**src/sv/dbpc4d_pkg.sv**
```systemverilog
// ----------------------------------------------------------------------------
// dbpc4d_pkg
// Shared types and constants of the 4D point cloud density clustering unit.
// ----------------------------------------------------------------------------
`default_nettype none

package dbpc4d_pkg;

    localparam int POINTS_DEF = 64;
    localparam int COORD_W    = 16;
    localparam int EPS_W      = 16;
    localparam int MINS_W     = 8;
    localparam int WGT_W      = 12;
    localparam int IDX_OUT_W  = 6;
    localparam int LABEL_W    = 7;
    localparam int CCOUNT_W   = 7;
    localparam int CFG_IDX_W  = 2;
    localparam int CFG_DATA_W = 16;

    localparam logic [CFG_IDX_W-1:0] REG_EPS  = 2'd0;
    localparam logic [CFG_IDX_W-1:0] REG_MINS = 2'd1;
    localparam logic [CFG_IDX_W-1:0] REG_WGT  = 2'd2;

    localparam logic [EPS_W-1:0]  EPS_RST  = 16'd256;
    localparam logic [MINS_W-1:0] MINS_RST = 8'd5;
    localparam logic [WGT_W-1:0]  WGT_RST  = 12'd256;

    localparam logic CMD_LOAD = 1'b0;
    localparam logic CMD_RUN  = 1'b1;

    localparam logic [LABEL_W-1:0] NOISE_LABEL = 7'h7F;

    typedef struct packed {
        logic                      command;
        logic signed [COORD_W-1:0] radial_speed;
        logic signed [COORD_W-1:0] pos_z;
        logic signed [COORD_W-1:0] pos_y;
        logic signed [COORD_W-1:0] pos_x;
    } item_t;

    typedef struct packed {
        logic [EPS_W-1:0]  eps_radius;
        logic [MINS_W-1:0] min_pts;
        logic [WGT_W-1:0]  doppler_weight;
    } cfg_t;

endpackage

`default_nettype wire

```
**src/sv/dbpc4d_front.sv**
```systemverilog
// ----------------------------------------------------------------------------
// dbpc4d_front
// Command intake: accepts load and run commands into a two entry queue.
// ----------------------------------------------------------------------------
`default_nettype none

module dbpc4d_front (
    input  wire logic                                clk,
    input  wire logic                                rst_n,
    input  wire logic                                start,
    output logic                                     busy,
    input  wire logic                                command,
    input  wire logic signed [dbpc4d_pkg::COORD_W-1:0] pos_x,
    input  wire logic signed [dbpc4d_pkg::COORD_W-1:0] pos_y,
    input  wire logic signed [dbpc4d_pkg::COORD_W-1:0] pos_z,
    input  wire logic signed [dbpc4d_pkg::COORD_W-1:0] radial_speed,
    output logic                                     q_valid,
    output dbpc4d_pkg::item_t                        q_item,
    input  wire logic                                q_pop
);

    import dbpc4d_pkg::*;

    item_t      slot_reg [2];
    logic       wr_ptr_reg, wr_ptr_next;
    logic       rd_ptr_reg, rd_ptr_next;
    logic [1:0] cnt_reg, cnt_next;
    logic       push;
    logic       pop;

    assign busy    = (cnt_reg == 2'd2);
    assign push    = start && !busy;
    assign q_valid = (cnt_reg != 2'd0);
    assign pop     = q_pop && q_valid;
    assign q_item  = slot_reg[rd_ptr_reg];

    always_comb
    begin
        wr_ptr_next = push ? !wr_ptr_reg : wr_ptr_reg;
        rd_ptr_next = pop ? !rd_ptr_reg : rd_ptr_reg;
        cnt_next    = cnt_reg + {1'b0, push} - {1'b0, pop};
    end

    always_ff @(posedge clk or negedge rst_n)
    begin
        if (!rst_n)
        begin
            wr_ptr_reg <= 1'b0;
            rd_ptr_reg <= 1'b0;
            cnt_reg    <= 2'd0;
        end
        else
        begin
            wr_ptr_reg <= wr_ptr_next;
            rd_ptr_reg <= rd_ptr_next;
            cnt_reg    <= cnt_next;
        end
    end

    always_ff @(posedge clk)
    begin
        if (push)
        begin
            slot_reg[wr_ptr_reg] <= '{command: command, radial_speed: radial_speed,
                                      pos_z: pos_z, pos_y: pos_y, pos_x: pos_x};
        end
    end

endmodule

`default_nettype wire

```
**config.mk**
```make
export PLATFORM = sky130hd
export DESIGN_NAME = dbpc4d_front
export DESIGN_NICKNAME = d
export VERILOG_FILES = /design/src/sv/dbpc4d_pkg.sv /design/src/sv/dbpc4d_front.sv
export SDC_FILE = /design/constraint.sdc
export NUM_CORES = 1
export LEC_CHECK = 0
export BUFFER_PORTS_ARGS = -buffer_cell sky130_fd_sc_hd__buf_2
export CORE_UTILIZATION = 55
export DETAILED_ROUTE_END_ITERATION = 7
export GPL_ROUTABILITY_DRIVEN = 1
export PLACE_DENSITY_LB_ADDON = 0.2
export SETUP_SLACK_MARGIN = 0.05
export SYNTH_ARGS = -nofsm -noshare
export SYNTH_HDL_FRONTEND = slang
export SYNTH_SLANG_ARGS = --single-unit
```
**constraint.sdc**
```tcl
create_clock -name clk -period 7 [get_ports clk]
set_clock_uncertainty 0.1 [all_clocks]
set_input_delay 0.7 -clock clk [delete_from_list [all_inputs] [get_ports clk]]
set_output_delay 0.7 -clock clk [all_outputs]
set_load 0.005 [all_outputs]
```
==> flow_metrics.tcl <==
set metrics [dict create \
    yosysWarnings 0 \
    grt_overflow 0 \
    clockRootBuffer "clkbuf_8" \
    postLayoutCoreUtil 0.736 \
    first_global_vias 2581 \
    cp.arrival_ps 2250 \
    drive_gt1_frac 0.615 \
    slowest_delay_ps 1140 \
    largest_register_ffs 130 \
    dpl_cell_area_um2 5820 \
    grt_max_degree 67 \
    fin_total_pwr_mw 2.85 \
    dp_cells 458 \
    finalNonFillerCells 491 \
    synth_flop_cell "edfxtp_1" \
    cts_max_path_buffers 2 \
    ios 136 \
    antenna_found_initial 1 \
    vias 2481 \
    hold_slack_ps 278 \
    ir_drop_v 0.000298 \
    syn-num-nets 291 \
    critPathLaunchType "flop" \
    synth_seq_cells 134 \
    finalHoldViolCount 0 \
    core-area_um2 8810 \
    cts_buffers 17 \
    netlist-cell-type-count 16 \
    syn_inst 220 \
    fin_nets 441 \
    setup_violations 0 \
    rows 34 \
    multi_input_area_um2 983 \
    yosysMostFrequentCell "edfxtp_1" \
    max_freq_mhz 328 \
    fin_tns_setup_ps 0 \
    synth_edf_count 130 \
    crit_required_ps 6200 \
    status "finished with violations" \
    antenna_left 0 \
    htreeDepth 4 \
    tightest_slew_ps 1090 \
    rsz0062_at_grt "no" \
    cp_max_fo 66 \
    ys_seq_area_frac 0.792 \
    crit_chain "mux2_2 -> buf_2" \
    fin_ws_ps 3950 \
    drt_iter0_drc 103 \
    cts-resized-gates 0 \
    crit_family "flip-flops" \
    synth_area_leader_cell "edfxtp_1" \
    path_buf_inv 1 \
    slew_violations 0 \
    max-cap-violations 0 \
    firstDrtPassIters 6 \
    place_ws_ps 4270 \
    vias_per_cell 5.05 \
    period_share 0.435 \
    cts_tree "done" \
    hp-class "input port to flop" \
    drt-total-wl_um 8060 \
    syn_to_final_growth_pct 28.3 \
    cts.reportedPaths.clkPinSlew_ps 60 \
    violations "DRC" \
    crit_type "flop to output pin" \
    fillCellCount 555 \
    synth_commonest_cells "130 x edfxtp_1, 40 x mux2_4, 25 x mux2_2" \
    p_leak_nw 2.60 \
    dpl.hpwl_um 5030 \
    grt_pass1_wl_um 12600 \
    dieArea_um2 9570 \
    synth.top_cell.area_share 0.773 \
    drc 44 \
    p_per_area_nw_per_um2 440 \
    post-cts-setup-buffer-count 0 \
    numPortBuffers 135 \
    maxSlewHeadroom 0.271 \
    fin_area_um2 6480 \
    grtUsageTotal 0.179 \
    postSynthAreaPerCell_um2 23.0 \
    netlist_area_um2 5050 \
    gp_congestion 0.712 \
    die_width_um 97.8 \
    die_h_um 97.8 \
    async_reset_ff_frac 0.0299 \
    area.sequential_um2 4010 \
    synthTopCellsByArea "edfxtp_1 77%, mux2_4 12%, mux2_2 5.6%" \
    cp_slowest_cell "dfrtp_4" \
    wl_per_cell_um 16.4 \
    cts_num_sinks 134 \
    worstSetupEndpointType "output pin" \
    start_util 0.574 \
    period_minus_slack_ps 3050 \
    clock_latency_ps 510 \
]
-- worst paths after layout --
kind,start,end,slack (ps),cells past startpoint
max reg2reg,cnt_reg[1],slot_reg[0][24],4560,4
max,rd_ptr_reg,q_item[3],3950,2
max in group asynchronous,rst_n,rd_ptr_reg,6230,2
min in group asynchronous,rst_n,wr_ptr_reg,430,2
min reg2reg,cnt_reg[0],cnt_reg[0],420,1
min,pos_x[13],slot_reg[0][13],280,1
-- per-layer routing --
| layer | wire, µm | vias up | GRT usage | part of all wire |
|---|---|---|---|---|
| li1 | - | 1168 | - | - |
| met1 | 3400 | 1195 | 0.224 | 0.42 |
| met2 | 3930 | 105 | 0.280 | 0.49 |
| met3 | 618 | 13 | 0.0773 | 0.077 |
| met4 | 117 | 0 | 0.0676 | 0.015 |
| met5 | 0 | - | 0 | 0 |
-- kinds of logic after synthesis --
| family | share of synthesized area |
|---|---|
| multiplexers | 0.175 |
| adder cells (fa/ha/maj) | 0.00495 |
| AND/OR/NAND/NOR | 0.00644 |
| XOR/XNOR | 0.00694 |
| flip-flops | 0.792 |
| buffers and inverters | 0.0146 |
-- area by class of cell --
| type | instances | share of cell area |
|---|---|---|
| sequential | 134 | 0.618 |
| multi-input combinational | 77 | 0.152 |
| timing repair buffer | 138 | 0.108 |
| clock buffer | 17 | 0.0639 |
| clock inverter | 14 | 0.0359 |
| tap | 108 | 0.0208 |
| inverter | 2 | 0.00116 |
| antenna | 1 | 0.000386 |
-- where the power goes --
| part | internal, mW | switching, mW |
|---|---|---|
| Combinational | 0.401 | 0.258 |
| Sequential | 1.10 | 0.137 |
| Clock | 0.646 | 0.308 |
-- cell usage in the layout, fill, tap and decap left out --
cell and count:
buf_2 135, edfxtp_1 130, mux2_4 40, mux2_2 25, clkbuf_16 16, bufinv_16 6, xnor2_1 3, clkinv_4 3
clkinv_2 3, dfrtp_1 3, inv_1 2, ha_1 2, buf_4 2, diode_2 1, or2_1 1, and2_1 1
nand2b_1 1, nand2_1 1, nor2_4 1, and3_2 1, xor2_1 1, clkbuf_8 1, clkinv_1 1, clkinvlp_4 1
dlygate4sd3_1 1, dfrtp_4 1
-- worst reg2reg max path: stages (launching register included) --
cell      delay (ps)
dfrtp_1          400
nand2b_1         120
nand2_1          150
nor2_4           770
buf_4            540
-- timing repair --
item,4_1_cts,5_1_grt
endpoints found under the setup margin,0,0
hold buffers,1,0
endpoints found under the hold margin,4,0
Note: power is estimated with default switching activity, not from simulation.
